File: config.mk
export PLATFORM = sky130hd
export DESIGN_NAME = datetime_string_validator
export DESIGN_NICKNAME = d
export VERILOG_FILES = /design/src/design/dtsv_pkg.sv /design/src/design/datetime_string_validator.sv /design/src/design/dtsv_parse.sv
export SDC_FILE = /design/constraint.sdc
export NUM_CORES = 1
export LEC_CHECK = 0
export BUFFER_PORTS_ARGS = -buffer_cell sky130_fd_sc_hd__buf_2
export CORE_MARGIN = 4
export CORE_UTILIZATION = 61
export DETAILED_ROUTE_END_ITERATION = 10
export PLACE_DENSITY = 0.81
export SYNTH_ARGS = -nofsm -noshare
export SYNTH_HDL_FRONTEND = slang
export SYNTH_SLANG_ARGS = --single-unit
File: constraint.sdc
create_clock -name clk -period 5.05 [get_ports clk]
set_input_delay 0.2525 -clock clk [delete_from_list [all_inputs] [get_ports clk]]
set_output_delay 0.2525 -clock clk [all_outputs]
set_load 0.01 [all_outputs]
File: src/design/dtsv_pkg.sv
// ----------------------------------------------------------------------------
// dtsv_pkg
// types, constants and helpers shared by the date-time string validator
// ----------------------------------------------------------------------------
package dtsv_pkg;

    localparam int YEAR_W  = 14;
    localparam int FIELD_W = 7;
    localparam int POS_W   = 5;
    localparam int CHAR_W  = 8;
    localparam int CFG_IDX_W = 2;
    localparam int MDAY_W  = 5;

    // character codes
    localparam logic [CHAR_W-1:0] CH_ZERO  = 8'h30;
    localparam logic [CHAR_W-1:0] CH_NINE  = 8'h39;
    localparam logic [CHAR_W-1:0] CH_DASH  = 8'h2D;
    localparam logic [CHAR_W-1:0] CH_SPACE = 8'h20;
    localparam logic [CHAR_W-1:0] CH_COLON = 8'h3A;

    // string positions
    localparam logic [POS_W-1:0] POS_DASH_A  = 5'd4;
    localparam logic [POS_W-1:0] POS_DASH_B  = 5'd7;
    localparam logic [POS_W-1:0] POS_SPACE   = 5'd10;
    localparam logic [POS_W-1:0] POS_COLON_A = 5'd13;
    localparam logic [POS_W-1:0] POS_COLON_B = 5'd16;
    localparam logic [POS_W-1:0] POS_YEAR_HI = 5'd1;
    localparam logic [POS_W-1:0] POS_YEAR_LO = 5'd3;
    localparam logic [POS_W-1:0] POS_MONTH   = 5'd6;
    localparam logic [POS_W-1:0] POS_DAY     = 5'd9;
    localparam logic [POS_W-1:0] POS_HOUR    = 5'd12;
    localparam logic [POS_W-1:0] POS_MINUTE  = 5'd15;
    localparam logic [POS_W-1:0] POS_LAST    = 5'd18;
    localparam logic [POS_W-1:0] STR_LEN     = 5'd19;
    localparam logic [POS_W-1:0] POS_MAX     = 5'd31;

    // configuration register indexes
    localparam logic [CFG_IDX_W-1:0] CFG_YEAR_MIN = 2'd0;
    localparam logic [CFG_IDX_W-1:0] CFG_YEAR_MAX = 2'd1;

    localparam logic [YEAR_W-1:0] YEAR_MIN_RST = 14'd1900;
    localparam logic [YEAR_W-1:0] YEAR_MAX_RST = 14'd2100;

    // range limits
    localparam logic [FIELD_W-1:0] MONTH_FIRST = 7'd1;
    localparam logic [FIELD_W-1:0] MONTH_LAST  = 7'd12;
    localparam logic [FIELD_W-1:0] DAY_FIRST   = 7'd1;
    localparam logic [FIELD_W-1:0] HOUR_MAX    = 7'd23;
    localparam logic [FIELD_W-1:0] MINSEC_MAX  = 7'd59;

    localparam logic [FIELD_W-1:0] MONTH_FEB = 7'd2;
    localparam logic [FIELD_W-1:0] MONTH_APR = 7'd4;
    localparam logic [FIELD_W-1:0] MONTH_JUN = 7'd6;
    localparam logic [FIELD_W-1:0] MONTH_SEP = 7'd9;
    localparam logic [FIELD_W-1:0] MONTH_NOV = 7'd11;

    localparam logic [MDAY_W-1:0] DAYS_31   = 5'd31;
    localparam logic [MDAY_W-1:0] DAYS_30   = 5'd30;
    localparam logic [MDAY_W-1:0] DAYS_LEAP = 5'd29;
    localparam logic [MDAY_W-1:0] DAYS_FEB  = 5'd28;

    typedef struct packed {
        logic               fmt_ok;
        logic               leap;
        logic [YEAR_W-1:0]  year;
        logic [FIELD_W-1:0] month;
        logic [FIELD_W-1:0] day;
        logic [FIELD_W-1:0] hour;
        logic [FIELD_W-1:0] minute;
        logic [FIELD_W-1:0] second;
    } dtsv_fields_t;

    function automatic logic [MDAY_W-1:0] month_days(input logic [FIELD_W-1:0] m,
                                                     input logic leap);
        logic [MDAY_W-1:0] n;
        case (m)
            MONTH_FEB: n = leap ? DAYS_LEAP : DAYS_FEB;
            MONTH_APR, MONTH_JUN, MONTH_SEP, MONTH_NOV: n = DAYS_30;
            default: n = DAYS_31;
        endcase
        return n;
    endfunction

endpackage

File: src/design/datetime_string_validator.sv
// ----------------------------------------------------------------------------
// datetime_string_validator
// Checks a YYYY-MM-DD HH:MM:SS string fed one byte per cycle, when in_stall
// is low, and flags the final byte with last. Bytes are taken back to back
// with no gaps between strings. Each byte marked last yields one result
// word, via the capture register (the decoded fields) and then the output
// register (year-window, calendar and time range compares). A stalled output
// backs up through this two-word pipeline before input stall rises. The user
// must write year_min and year_max through the cfg port (index 0 and 1)
// only with no string in flight (not enforced here); cfg_ready is always high.
// ----------------------------------------------------------------------------
module datetime_string_validator
    import dtsv_pkg::*;
(
    input  logic                 clk,
    input  logic                 rst_n,
    input  logic                 cfg_valid,
    output logic                 cfg_ready,
    input  logic [CFG_IDX_W-1:0] cfg_index,
    input  logic [YEAR_W-1:0]    cfg_data,
    input  logic                 in_valid,
    output logic                 in_stall,
    input  logic [CHAR_W-1:0]    ch,
    input  logic                 last,
    output logic                 out_valid,
    input  logic                 out_stall,
    output logic                 valid_res,
    output logic [YEAR_W-1:0]    year,
    output logic [FIELD_W-1:0]   month,
    output logic [FIELD_W-1:0]   day,
    output logic [FIELD_W-1:0]   hour,
    output logic [FIELD_W-1:0]   minute,
    output logic [FIELD_W-1:0]   second
);

    logic [YEAR_W-1:0]  year_min_reg;
    logic [YEAR_W-1:0]  year_max_reg;
    logic               in_fire;
    dtsv_fields_t       parsed;
    logic               cap_valid_reg, cap_valid_next;
    dtsv_fields_t       cap_reg;
    logic               out_valid_reg, out_valid_next;
    logic               out_load;
    logic               ok;
    logic               res_ok_reg;
    logic [YEAR_W-1:0]  res_year_reg;
    logic [FIELD_W-1:0] res_month_reg;
    logic [FIELD_W-1:0] res_day_reg;
    logic [FIELD_W-1:0] res_hour_reg;
    logic [FIELD_W-1:0] res_minute_reg;
    logic [FIELD_W-1:0] res_second_reg;

    assign cfg_ready = 1'b1;

    always_ff @(posedge clk or negedge rst_n)
    begin
        if (!rst_n)
        begin
            year_min_reg <= YEAR_MIN_RST;
            year_max_reg <= YEAR_MAX_RST;
        end
        else if (cfg_valid && cfg_ready)
        begin
            if (cfg_index == CFG_YEAR_MIN)
                year_min_reg <= cfg_data;
            else if (cfg_index == CFG_YEAR_MAX)
                year_max_reg <= cfg_data;
        end
    end

    // handshake
    assign out_load = !out_valid_reg || !out_stall;
    assign in_stall = cap_valid_reg && !out_load;
    assign in_fire  = in_valid && !in_stall;

    dtsv_parse u_parse (
        .clk    (clk),
        .rst_n  (rst_n),
        .accept (in_fire),
        .ch     (ch),
        .last   (last),
        .fields (parsed)
    );

    always_comb
    begin
        if (in_fire && last)
            cap_valid_next = 1'b1;
        else if (out_load)
            cap_valid_next = 1'b0;
        else
            cap_valid_next = cap_valid_reg;
        out_valid_next = out_load ? cap_valid_reg : out_valid_reg;
    end

    // range checks on the captured word
    always_comb
    begin
        ok = cap_reg.fmt_ok
            && (cap_reg.year >= year_min_reg) && (cap_reg.year <= year_max_reg)
            && (cap_reg.month >= MONTH_FIRST) && (cap_reg.month <= MONTH_LAST)
            && (cap_reg.day >= DAY_FIRST)
            && (cap_reg.day <= {2'd0, month_days(cap_reg.month, cap_reg.leap)})
            && (cap_reg.hour <= HOUR_MAX)
            && (cap_reg.minute <= MINSEC_MAX)
            && (cap_reg.second <= MINSEC_MAX);
    end

    always_ff @(posedge clk or negedge rst_n)
    begin
        if (!rst_n)
        begin
            cap_valid_reg <= 1'b0;
            out_valid_reg <= 1'b0;
        end
        else
        begin
            cap_valid_reg <= cap_valid_next;
            out_valid_reg <= out_valid_next;
        end
    end

    always_ff @(posedge clk)
    begin
        if (in_fire && last)
            cap_reg <= parsed;
        if (out_load && cap_valid_reg)
        begin
            res_ok_reg     <= ok;
            res_year_reg   <= cap_reg.year;
            res_month_reg  <= cap_reg.month;
            res_day_reg    <= cap_reg.day;
            res_hour_reg   <= cap_reg.hour;
            res_minute_reg <= cap_reg.minute;
            res_second_reg <= cap_reg.second;
        end
    end

    assign out_valid = out_valid_reg;
    assign valid_res = res_ok_reg;
    assign year      = res_year_reg;
    assign month     = res_month_reg;
    assign day       = res_day_reg;
    assign hour      = res_hour_reg;
    assign minute    = res_minute_reg;
    assign second    = res_second_reg;

endmodule

File: src/design/dtsv_parse.sv
// ----------------------------------------------------------------------------
// dtsv_parse
// per-character format check and decimal field accumulation
// ----------------------------------------------------------------------------
module dtsv_parse
    import dtsv_pkg::*;
(
    input  logic              clk,
    input  logic              rst_n,
    input  logic              accept,
    input  logic [CHAR_W-1:0] ch,
    input  logic              last,
    output dtsv_fields_t      fields
);

    logic [POS_W-1:0]   pos_reg, pos_next;
    logic               err_reg, err_next;
    logic [YEAR_W-1:0]  year_reg, year_next;
    logic [FIELD_W-1:0] yhi_reg, yhi_next;
    logic [FIELD_W-1:0] ylo_reg, ylo_next;
    logic [FIELD_W-1:0] month_reg, month_next;
    logic [FIELD_W-1:0] day_reg, day_next;
    logic [FIELD_W-1:0] hour_reg, hour_next;
    logic [FIELD_W-1:0] minute_reg, minute_next;
    logic [FIELD_W-1:0] second_reg, second_next;
    logic               digit;
    logic [FIELD_W-1:0] d7;
    logic [YEAR_W-1:0]  d14;
    logic               fmt_ok;
    logic               leap;

    always_comb
    begin
        digit       = (ch >= CH_ZERO) && (ch <= CH_NINE);
        d7          = {3'd0, ch[3:0]};
        d14         = {10'd0, ch[3:0]};
        err_next    = err_reg;
        year_next   = year_reg;
        yhi_next    = yhi_reg;
        ylo_next    = ylo_reg;
        month_next  = month_reg;
        day_next    = day_reg;
        hour_next   = hour_reg;
        minute_next = minute_reg;
        second_next = second_reg;
        if (pos_reg >= STR_LEN)
        begin
            err_next = 1'b1;
        end
        else
        begin
            case (pos_reg)
                POS_DASH_A, POS_DASH_B:
                begin
                    if (ch != CH_DASH)
                        err_next = 1'b1;
                end
                POS_SPACE:
                begin
                    if (ch != CH_SPACE)
                        err_next = 1'b1;
                end
                POS_COLON_A, POS_COLON_B:
                begin
                    if (ch != CH_COLON)
                        err_next = 1'b1;
                end
                default:
                begin
                    if (!digit)
                        err_next = 1'b1;
                    else if (pos_reg <= POS_YEAR_LO)
                    begin
                        year_next = (year_reg << 3) + (year_reg << 1) + d14;
                        if (pos_reg <= POS_YEAR_HI)
                            yhi_next = (yhi_reg << 3) + (yhi_reg << 1) + d7;
                        else
                            ylo_next = (ylo_reg << 3) + (ylo_reg << 1) + d7;
                    end
                    else if (pos_reg <= POS_MONTH)
                        month_next = (month_reg << 3) + (month_reg << 1) + d7;
                    else if (pos_reg <= POS_DAY)
                        day_next = (day_reg << 3) + (day_reg << 1) + d7;
                    else if (pos_reg <= POS_HOUR)
                        hour_next = (hour_reg << 3) + (hour_reg << 1) + d7;
                    else if (pos_reg <= POS_MINUTE)
                        minute_next = (minute_reg << 3) + (minute_reg << 1) + d7;
                    else
                        second_next = (second_reg << 3) + (second_reg << 1) + d7;
                end
            endcase
        end
        pos_next = (pos_reg < POS_MAX) ? pos_reg + 5'd1 : pos_reg;
        fmt_ok   = !err_next && (pos_reg == POS_LAST);
        // two low digits zero: century year, leap only on the upper pair
        leap     = (ylo_next == '0) ? (yhi_next[1:0] == 2'd0) : (ylo_next[1:0] == 2'd0);

        fields.fmt_ok = fmt_ok;
        fields.leap   = fmt_ok & leap;
        fields.year   = fmt_ok ? year_next   : '0;
        fields.month  = fmt_ok ? month_next  : '0;
        fields.day    = fmt_ok ? day_next    : '0;
        fields.hour   = fmt_ok ? hour_next   : '0;
        fields.minute = fmt_ok ? minute_next : '0;
        fields.second = fmt_ok ? second_next : '0;
    end

    always_ff @(posedge clk or negedge rst_n)
    begin
        if (!rst_n)
        begin
            pos_reg    <= '0;
            err_reg    <= 1'b0;
            year_reg   <= '0;
            yhi_reg    <= '0;
            ylo_reg    <= '0;
            month_reg  <= '0;
            day_reg    <= '0;
            hour_reg   <= '0;
            minute_reg <= '0;
            second_reg <= '0;
        end
        else if (accept)
        begin
            if (last)
            begin
                pos_reg    <= '0;
                err_reg    <= 1'b0;
                year_reg   <= '0;
                yhi_reg    <= '0;
                ylo_reg    <= '0;
                month_reg  <= '0;
                day_reg    <= '0;
                hour_reg   <= '0;
                minute_reg <= '0;
                second_reg <= '0;
            end
            else
            begin
                pos_reg    <= pos_next;
                err_reg    <= err_next;
                year_reg   <= year_next;
                yhi_reg    <= yhi_next;
                ylo_reg    <= ylo_next;
                month_reg  <= month_next;
                day_reg    <= day_next;
                hour_reg   <= hour_next;
                minute_reg <= minute_next;
                second_reg <= second_next;
            end
        end
    end

endmodule

==> flow_summary.ini, run 1 <==
[yosys]
syn_avg_cell_area_um2 = 10.8
syn_area_um2 = 10900
synth.largest_area_cell = edfxtp_1
async_reset_ff_share_pct = 48.2
synth_top_area_share_pct = 27.9
yosysSeqAreaShare_pct = 49.7
ys_warn_count = 0
synth_cell_types = 67
synth.area.top_cells = edfxtp_1 28%, dfrtp_1 19%, ha_1 12%
synthFlopType = edfxtp_1
synth.top_cells.by_count = 140 x nand2_1, 105 x ha_1, 101 x edfxtp_1
syn-num-nets = 1154
synth-edff-count = 101
syn_inst = 1005
yosysMostFrequentCell = nand2_1
synth_seq_cells = 195

[route]
route.detailed.drc = 0
drtIter0Drc = 603
first_pass_iters = 5
wl_per_cell_um = 18.5
ant_nets = 0
wirelength_mm = 24.4
num_vias = 7925
vias_per_cell = 6.03

[worst_setup_path]
reg2regPathDepth = 8
path_max_fanout = 26
reg2reg_slack_ns = 1.31
cp.required_ns = 5.33
worst-setup-path-type = register to register
end_kind = register
cp.arrival_ns = 4.02
r2r-start = u_parse.pos_reg[4]$_DFFE_PN0P_
cp-start-kind = register
r2r-end = cap_reg[16]$_SDFFCE_PN0P_

[clocking]
cts_tree = yes
clockBufferDepth = 2
htree_levels = 4
cts_hold_buf = 1
cts_resized = 0
clkLatencyLatePin_ns = 0.44
cts_buffers = 17
post_cts_buffers = 0
cts_root_buf = clkbuf_16
clk_pin_slew_worst_paths_ns = 0.08
clock-sinks = 195

[layout]
syn_to_final_growth_pct = 10.8
n_antenna_cell = 0
fillers = 1267
final_util_pct = 69.4
drive_gt1_share_pct = 15.0
largest_reg_flops = 51
nNetsFinal = 1226

[sta]
fmax_mhz = 267
finalMaxSlewViolations = 0
period_needed_ns = 3.74
rsz0062_at_grt = false
clock_skew_ns = 0.0120
hold_viol = 0
worst_slew_pin_slew_ns = 1.20
finalSetupViolCount = 0
fin_crit_sh_pct = 74.1
setup-tns-final_ns = 0
relSlewSlack_pct = 20.2

[floorplanning]
die_h_um = 142
die_w_um = 142
die_area_um2 = 20000
num_rows = 48
io_pins = 83
core_area_um2 = 17400
initial_core_util_pct = 62.6

[grt]
grt_max_degree = 52
antenna_found_initial = 0
overflow = 0
grt_pass1_wl_mm = 40.2
grt_use_total_pct = 25.3
grt_pass1_vias = 7989

[placed_design]
hpwl_mm = 16.6
gp_congestion = 0.868
numPortBuffers = 81

[power_and_ir_drop]
p_leak_nw = 5.28
swShare_pct = 29.8
p_switching_w = 0.00117
combPwrFrac_pct = 18.9
p_int_w = 0.00277
clockPowerShare_pct = 32.7
seq_power_share_pct = 48.4
powerDensity_nw_per_um2 = 327
peakVddDrop_mv = 0.248

[min_path]
min-delay-start = cfg_data[6]
min_to = year_min_reg[6]$_DFFE_PN1P_
min_delay_path_depth = 3
hold_path_class = input port to register

[run]
maxCapViolCount = 0

[status]
status = finished, final reports clean
per-layer routing:
metal  vias to the layer above  part of all wire [%]  track usage, %  wire, um
met3                        36                   6.7            4.65      1620
met4                         0                   1.7            7.93       412
li1                       3752                     -               -         -
met2                       292                    49            42.2     11900
met5                         -                     0               0         0
met1                      3845                    43            33.8     10400
placed cells by master, fill, tap and decap left out, drive strengths merged, types with 21 or more instances in the layout:
cell type,count
edfxtp,101
dfrtp,83
inv,92
ha,105
a21oi,82
nor2,34
buf,89
nand2,140
a21o,21
xnor2,35
o21ai,52
a22o,23
power by group through the flow:
stage,Combinational [W],Sequential (W),Clock [W]
after global routing,0.000846,0.00192,0.00136
final,0.000747,0.00191,0.00129
after floorplan,0.000527,0.00193,0
after CTS,0.000751,0.00191,0.00130
after global placement,0.000713,0.00193,0
after detailed placement,0.000741,0.00194,0
area by class of cell:
type                       instances  area (um^2)  share of cell area (%)
timing repair buffer              90          478                    3.97
inverter                          86          323                    2.68
tap                              225          282                    2.34
sequential                       195         5400                    44.8
clock buffer                      17          425                    3.53
multi-input combinational        687         5010                    41.6
clock inverter                    15          128                    1.06
how the worst max path moves through the flow:
stage	from	end	slack (ns)	cells after the start
floorplan	out_valid$_DFFE_PN0N_	day[0]$_DFFE_PP_	0.41	1
finish	u_parse.pos_reg[4]$_DFFE_PN0P_	cap_reg[16]$_SDFFCE_PN0P_	1.31	8
global placement	u_parse.pos_reg[4]$_DFFE_PN0P_	cap_reg[24]$_SDFFCE_PN0P_	1.49	8
global route	u_parse.pos_reg[1]$_DFFE_PN0P_	cap_reg[16]$_SDFFCE_PN0P_	1.02	10
detailed placement	u_parse.pos_reg[3]$_DFFE_PN0P_	cap_reg[16]$_SDFFCE_PN0P_	1.41	8
CTS	u_parse.pos_reg[1]$_DFFE_PN0P_	cap_reg[21]$_SDFFCE_PN0P_	1.34	10
kinds of logic (layout without fill, tap and decap cells):
group	after synthesis	count (layout)	synth area share [%]
AND/OR/NAND/NOR	258	258	11.2
AO/OA/AOI/OAI	250	250	14.9
flip-flops	195	195	49.7
buffers and inverters	123	208	4.40
adder cells (fa/ha/maj)	119	119	14.7
XOR/XNOR	41	41	3.30
multiplexers	18	18	1.84
other	1	1	0.0345
stage by stage:
stage | setup slack [ns] | hold WS [ns] | std cells | area [um^2] | power, W
4_1_cts | 1.34 | 0.0129 | 1315 | 12000 | 0.00396
3_5_place_dp | 1.41 | 0.314 | 1282 | 11500 | 0.00268
2_1_floorplan | 0.408 | -0.0431 | 1005 | 10900 | 0.00245
6_report | 1.31 | 0.0208 | 1315 | 12000 | 0.00395
3_3_place_gp | 1.49 | 0.306 | 1282 | 11500 | 0.00264
5_1_grt | 1.02 | 0.0415 | 1315 | 12000 | 0.00413
critical path, stage by stage (launching register included):
cell and delay, ns:
dfrtp_1 0.61, and4b_1 0.35, a31oi_1 0.06, or4_1 0.50, a2111o_1 0.43, a22oi_2 0.18, nand4_2 0.72, buf_4 0.54
a21oi_1 0.19
Power figures use the tool's default switching activity.
==> run 2, diff against run 1 <==
--- a/config.mk
+++ b/config.mk
@@ -7,9 +7,9 @@
 export LEC_CHECK = 0
 export BUFFER_PORTS_ARGS = -buffer_cell sky130_fd_sc_hd__buf_2
 export CORE_MARGIN = 4
-export CORE_UTILIZATION = 61
+export CORE_UTILIZATION = 55
 export DETAILED_ROUTE_END_ITERATION = 10
-export PLACE_DENSITY = 0.81
+export PLACE_DENSITY = 0.77
 export SYNTH_ARGS = -nofsm -noshare
 export SYNTH_HDL_FRONTEND = slang
 export SYNTH_SLANG_ARGS = --single-unit
==> constraint.sdc (replaced) <==
create_clock -name clk -period 3.2 [get_ports clk]
set_input_delay 0.16 -clock clk [delete_from_list [all_inputs] [get_ports clk]]
set_output_delay 0.16 -clock clk [all_outputs]
set_load 0.01 [all_outputs]
==> run 2 against run 1 <==
- first-iteration DRC count rose by 2.0%
- sequential share of layout area decreased by 1.2 points
- count of clock-buffer cells in the layout rose by 4
- non-clock buffer count grew 28
- setup slack got worse by 1.1 ns
- largest power group unchanged
==> flow_summary.ini, run 2 (same netlist as run 1, synthesis figures left out) <==
[placed_design]
placed_cell_area_um2 = 11700
hpwl_mm = 16.7
numPortBuffers = 81
gp_congestion = 0.919

[sta]
period_needed_ns = 2.95
rsz0062_at_grt = false
fin_crit_sh_pct = 92.2
clock_skew_ns = 0.0129
relSlewSlack_pct = 42.0
finalSetupViolCount = 0
finalMaxSlewViolations = 0
setup-tns-final_ns = 0
hold_viol = 0
worst_slew_pin_slew_ns = 0.867
whs_ns = 0.101
fmax_mhz = 339

[grt]
grt_pass1_vias = 7903
grt_use_total_pct = 22.7
overflow = 0
grt_pass1_wl_mm = 39.9
antenna_found_initial = 0
grt_max_degree = 95

[layout]
final_util_pct = 63.6
drive_gt1_share_pct = 15.7
fin_area_um2 = 12400
syn_to_final_growth_pct = 13.8
n_antenna_cell = 0
fillers = 1501
largest_reg_flops = 51
final_cell_mix = 140 x nand2_1, 105 x ha_1, 101 x edfxtp_1
nNetsFinal = 1254
layout_commonest_cell = nand2_1

[route]
wl_per_cell_um = 17.4
first_pass_iters = 7
vias_per_cell = 5.72
num_vias = 7911
drtIter0Drc = 615
route.detailed.drc = 0
wirelength_mm = 24.0
ant_nets = 0

[min_path]
hold_path_class = input port to register

[run]
maxCapViolCount = 0

[status]
status = finished, final reports clean

[power_and_ir_drop]
peakVddDrop_mv = 0.395
powerDensity_nw_per_um2 = 506
power_w = 0.00626
p_leak_nw = 5.43

[worst_setup_path]
cp-start-kind = register
r2r-start = u_parse.pos_reg[0]$_DFFE_PN0P_
endpoint = cap_reg[3]$_SDFFCE_PN0P_
reg2reg_slack_ns = 0.25
r2r-end = cap_reg[3]$_SDFFCE_PN0P_
path_max_fanout = 37
reg2regPathDepth = 9
end_kind = register
worst-setup-path-type = register to register
cp.arrival_ns = 3.23
crit_start = u_parse.pos_reg[0]$_DFFE_PN0P_
path_cells = inv_1 -> ha_1 -> a31oi_1 -> or4_1 -> a2111o_1 -> a22oi_2 -> nand4_2 -> buf_4 -> a211oi_1
crit_path_max_incr_delay_ns = 0.48
slowest_stage = or4_1
cp.required_ns = 3.48

[clocking]
htree_levels = 4
cts_buffers = 17
clockBufferDepth = 2
post_cts_buffers = 0
cts_tree = yes
clk_pin_slew_worst_paths_ns = 0.07
clock-sinks = 195
cts_resized = 0
cts_root_buf = clkbuf_16
clkLatencyLatePin_ns = 0.44

[floorplanning]
core_area_um2 = 19500
die_area_um2 = 22100
initial_core_util_pct = 55.9
die_w_um = 149
num_rows = 51
io_pins = 83
die_h_um = 149
[run 2: cell count changes in the layout (fill, tap and decap cells not counted), moves of 2 or more]
cell,previous run,this run
buf_12,0,2
clkinv_2,0,2
clkbuf_1,0,2
inv_8,4,2
clkinvlp_4,3,1
clkinv_1,2,0
buf_4,9,20
dlygate4sd3_1,1,16
[run 2: worst min path at each step]
stage          start                              to  slack, ns  depth (start not counted)
2_1_floorplan  rst_n       cap_valid_reg$_DFFE_PN0P_      -0.14                          0
3_3_place_gp   rst_n           out_valid$_DFFE_PN0N_       0.27                          2
3_5_place_dp   rst_n  u_parse.ylo_reg[5]$_DFFE_PN0P_       0.27                          2
4_1_cts         last       cap_valid_reg$_DFFE_PN0P_        0.1                          3
5_1_grt         last       cap_valid_reg$_DFFE_PN0P_       0.10                          3
6_report        last       cap_valid_reg$_DFFE_PN0P_       0.10                          3
[run 2: power breakdown]
part / switching [W] / internal (W) / total (W) / leakage, nW
Sequential: 0.000143 / 0.00286 / 0.00301 / 2.19
Clock: 0.000971 / 0.00108 / 0.00205 / 0.277
Combinational: 0.000694 / 0.000513 / 0.00121 / 2.96
Total: 0.00181 / 0.00445 / 0.00626 / 5.43
[run 2: worst max-delay path: cells and delay by family, from the launching register on]
family	cells	cell delay [ns]
AOI/OAI and AO/OA	4	0.97
and+or+nand+nor	2	0.60
buffers and inverters	2	0.43
adders and majority gates	1	0.28
DFF	1	0.47
[run 2: cell type report]
type | instances | area, um^2 | area share (%)
clock buffers | 21 | 472 | 3.81
clock inverters | 11 | 90.1 | 0.728
inverters | 86 | 323 | 2.61
multi-input cells | 687 | 5010 | 40.5
flip-flops and latches | 195 | 5400 | 43.6
well taps | 265 | 332 | 2.68
repair buffers | 118 | 751 | 6.06
[run 2: per-layer routing]
layer	wire [um]	share of wire (%)	vias to the layer above	track usage (%)
met5	0	0	-	0
met4	519	2.2	0	8.04
met3	1320	5.5	31	3.32
met2	11400	47	246	36.7
met1	10800	45	3830	31.7
li1	-	-	3804	-
[run 2: repair_timing]
| action | in CTS | in global routing |
|---|---|---|
| hold endpoints to repair | 112 | 0 |
| setup endpoints to repair | 0 | 0 |
| hold buffers | 16 | 0 |
[run 2: stage by stage]
stage | setup slack, ns | std cells
3_3_place_gp | 0.405 | 1335
4_1_cts | 0.293 | 1383
5_1_grt | 0.0675 | 1383
3_5_place_dp | 0.315 | 1335
2_1_floorplan | 0.637 | 1005
6_report | 0.248 | 1383
==> run 3, diff against run 2 <==
--- a/config.mk
+++ b/config.mk
@@ -6,10 +6,12 @@
 export NUM_CORES = 1
 export LEC_CHECK = 0
 export BUFFER_PORTS_ARGS = -buffer_cell sky130_fd_sc_hd__buf_2
+export CAP_MARGIN = 20
 export CORE_MARGIN = 4
 export CORE_UTILIZATION = 55
 export DETAILED_ROUTE_END_ITERATION = 10
 export PLACE_DENSITY = 0.77
+export RECOVER_POWER = 25
 export SYNTH_ARGS = -nofsm -noshare
 export SYNTH_HDL_FRONTEND = slang
 export SYNTH_SLANG_ARGS = --single-unit
==> run 3 against run 2 <==
- the flow now finishes with violations (max-capacitance violations, max-slew violations)
- clock power hardly changed
- clock skew hardly changed
- cell count stayed put
- flip-flop and latch count stayed put
- count of clock-buffer cells in the layout stayed put
- sequential share of layout area is 0.053 points higher
- die area stayed put
- combinational power hardly changed
- largest cell class unchanged
- largest power group unchanged
==> flow_summary.ini, run 3 (same netlist as run 1, synthesis figures left out) <==
[sta]
relSlewSlack_pct = -65.2
period_needed_ns = 2.95
fmax_mhz = 340
finalMaxSlewViolations = 95
worst_slew_pin_slew_ns = 2.48
clock_skew_ns = 0.0126
fin_crit_sh_pct = 92.0
whs_ns = 0.0994
finalSetupViolCount = 0
setup-tns-final_ns = 0
hold_viol = 0
rsz0062_at_grt = false

[run]
maxCapViolCount = 1

[floorplanning]
num_rows = 51
die_h_um = 149
die_w_um = 149
initial_core_util_pct = 55.9
die_area_um2 = 22100
core_area_um2 = 19500
io_pins = 83

[layout]
final_cell_mix = 140 x nand2_1, 105 x ha_1, 101 x edfxtp_1
drive_gt1_share_pct = 15.7
syn_to_final_growth_pct = 13.7
layout_commonest_cell = nand2_1
largest_reg_flops = 51
n_antenna_cell = 0
nNetsFinal = 1254

[route]
num_vias = 7957
wirelength_mm = 24.1
vias_per_cell = 5.75
route.detailed.drc = 0
first_pass_iters = 7
drtIter0Drc = 620
ant_nets = 0
wl_per_cell_um = 17.4

[clocking]
clockBufferDepth = 2
cts_tree = yes
clkLatencyLatePin_ns = 0.44
cts_buffers = 17
clk_pin_slew_worst_paths_ns = 0.07
cts_resized = 0
clock-sinks = 195
htree_levels = 4
post_cts_buffers = 0
cts_root_buf = clkbuf_16

[power_and_ir_drop]
powerDensity_nw_per_um2 = 506
power_w = 0.00626
peakVddDrop_mv = 0.397
p_leak_nw = 5.43

[worst_setup_path]
end_kind = register
worst-setup-path-type = register to register
cp-start-kind = register
cp.required_ns = 3.48
path_max_fanout = 37
cp.arrival_ns = 3.22

[placed_design]
numPortBuffers = 81
hpwl_mm = 16.7
gp_congestion = 0.919

[status]
violations = max-capacitance violations, max-slew violations
status = complete, but fails checks

[grt]
overflow = 0
grt_max_degree = 95
grt_pass1_wl_mm = 39.9
grt_use_total_pct = 22.7
antenna_found_initial = 0
grt_pass1_vias = 7903

[min_path]
hold_path_class = input port to register
-- run 3: cell type report --
class                   count  area [um^2]
fillers                  1503         7100
clock inverters            11         90.1
flip-flops and latches    195         5400
clock buffers              21          472
inverters                  86          323
repair buffers            118          736
multi-input cells         687         5010
well taps                 265          332
-- run 3: metal layers --
| layer | wire [um] | part of all wire (%) | track usage, % |
|---|---|---|---|
| met1 | 10800 | 45 | 31.7 |
| met2 | 11400 | 47 | 36.7 |
| met3 | 1300 | 5.4 | 3.32 |
| met4 | 531 | 2.2 | 8.04 |
| met5 | 0 | 0 | 0 |
-- run 3: repair_timing --
item	CTS	global route
endpoints found under the setup margin	0	0
hold endpoints to repair	112	0
hold buffers	16	0
-- run 3: metrics by stage --
step / instances / area, um^2 / setup WS (ns) / util (%)
2_1_floorplan: 1005 / 10900 / 0.637 / -
3_3_place_gp: 1335 / 11700 / 0.405 / 59.9
3_5_place_dp: 1335 / 11700 / 0.315 / 59.9
4_1_cts: 1383 / 12400 / 0.293 / 63.6
5_1_grt: 1383 / 12400 / 0.0675 / 63.5
6_report: 1383 / 12400 / 0.255 / 63.5
-- run 3: where the power goes --
part	switching (W)	internal (W)	total, W
combinational	0.000695	0.000511	0.00121
sequential	0.000143	0.00286	0.00301
clock	0.000971	0.00108	0.00205
-- run 3: worst paths after layout --
check,from,end,slack (ns),depth (start not counted)
worst max-delay path,u_parse.pos_reg[0]$_DFFE_PN0P_,cap_reg[3]$_SDFFCE_PN0P_,0.25,9
worst min-delay path,last,cap_valid_reg$_DFFE_PN0P_,0.1,3
worst max register to register,u_parse.pos_reg[0]$_DFFE_PN0P_,cap_reg[3]$_SDFFCE_PN0P_,0.25,9
worst min register to register,cap_reg[1]$_SDFFCE_PN0P_,second[1]$_DFFE_PP_,0.42,0
max in group asynchronous,rst_n,u_parse.hour_reg[3]$_DFFE_PN0P_,0.62,3
min in group asynchronous,rst_n,u_parse.ylo_reg[4]$_DFFE_PN0P_,1.13,3
-- run 3: critical path, stage by stage, from the launching register on --
cell and delay [ns]:
dfrtp_1 0.47, inv_1 0.14, ha_1 0.29, a31oi_1 0.14, or4_1 0.48, a2111o_1 0.43
a22oi_2 0.18, nand4_2 0.12, buf_4 0.29, a211oi_1 0.22
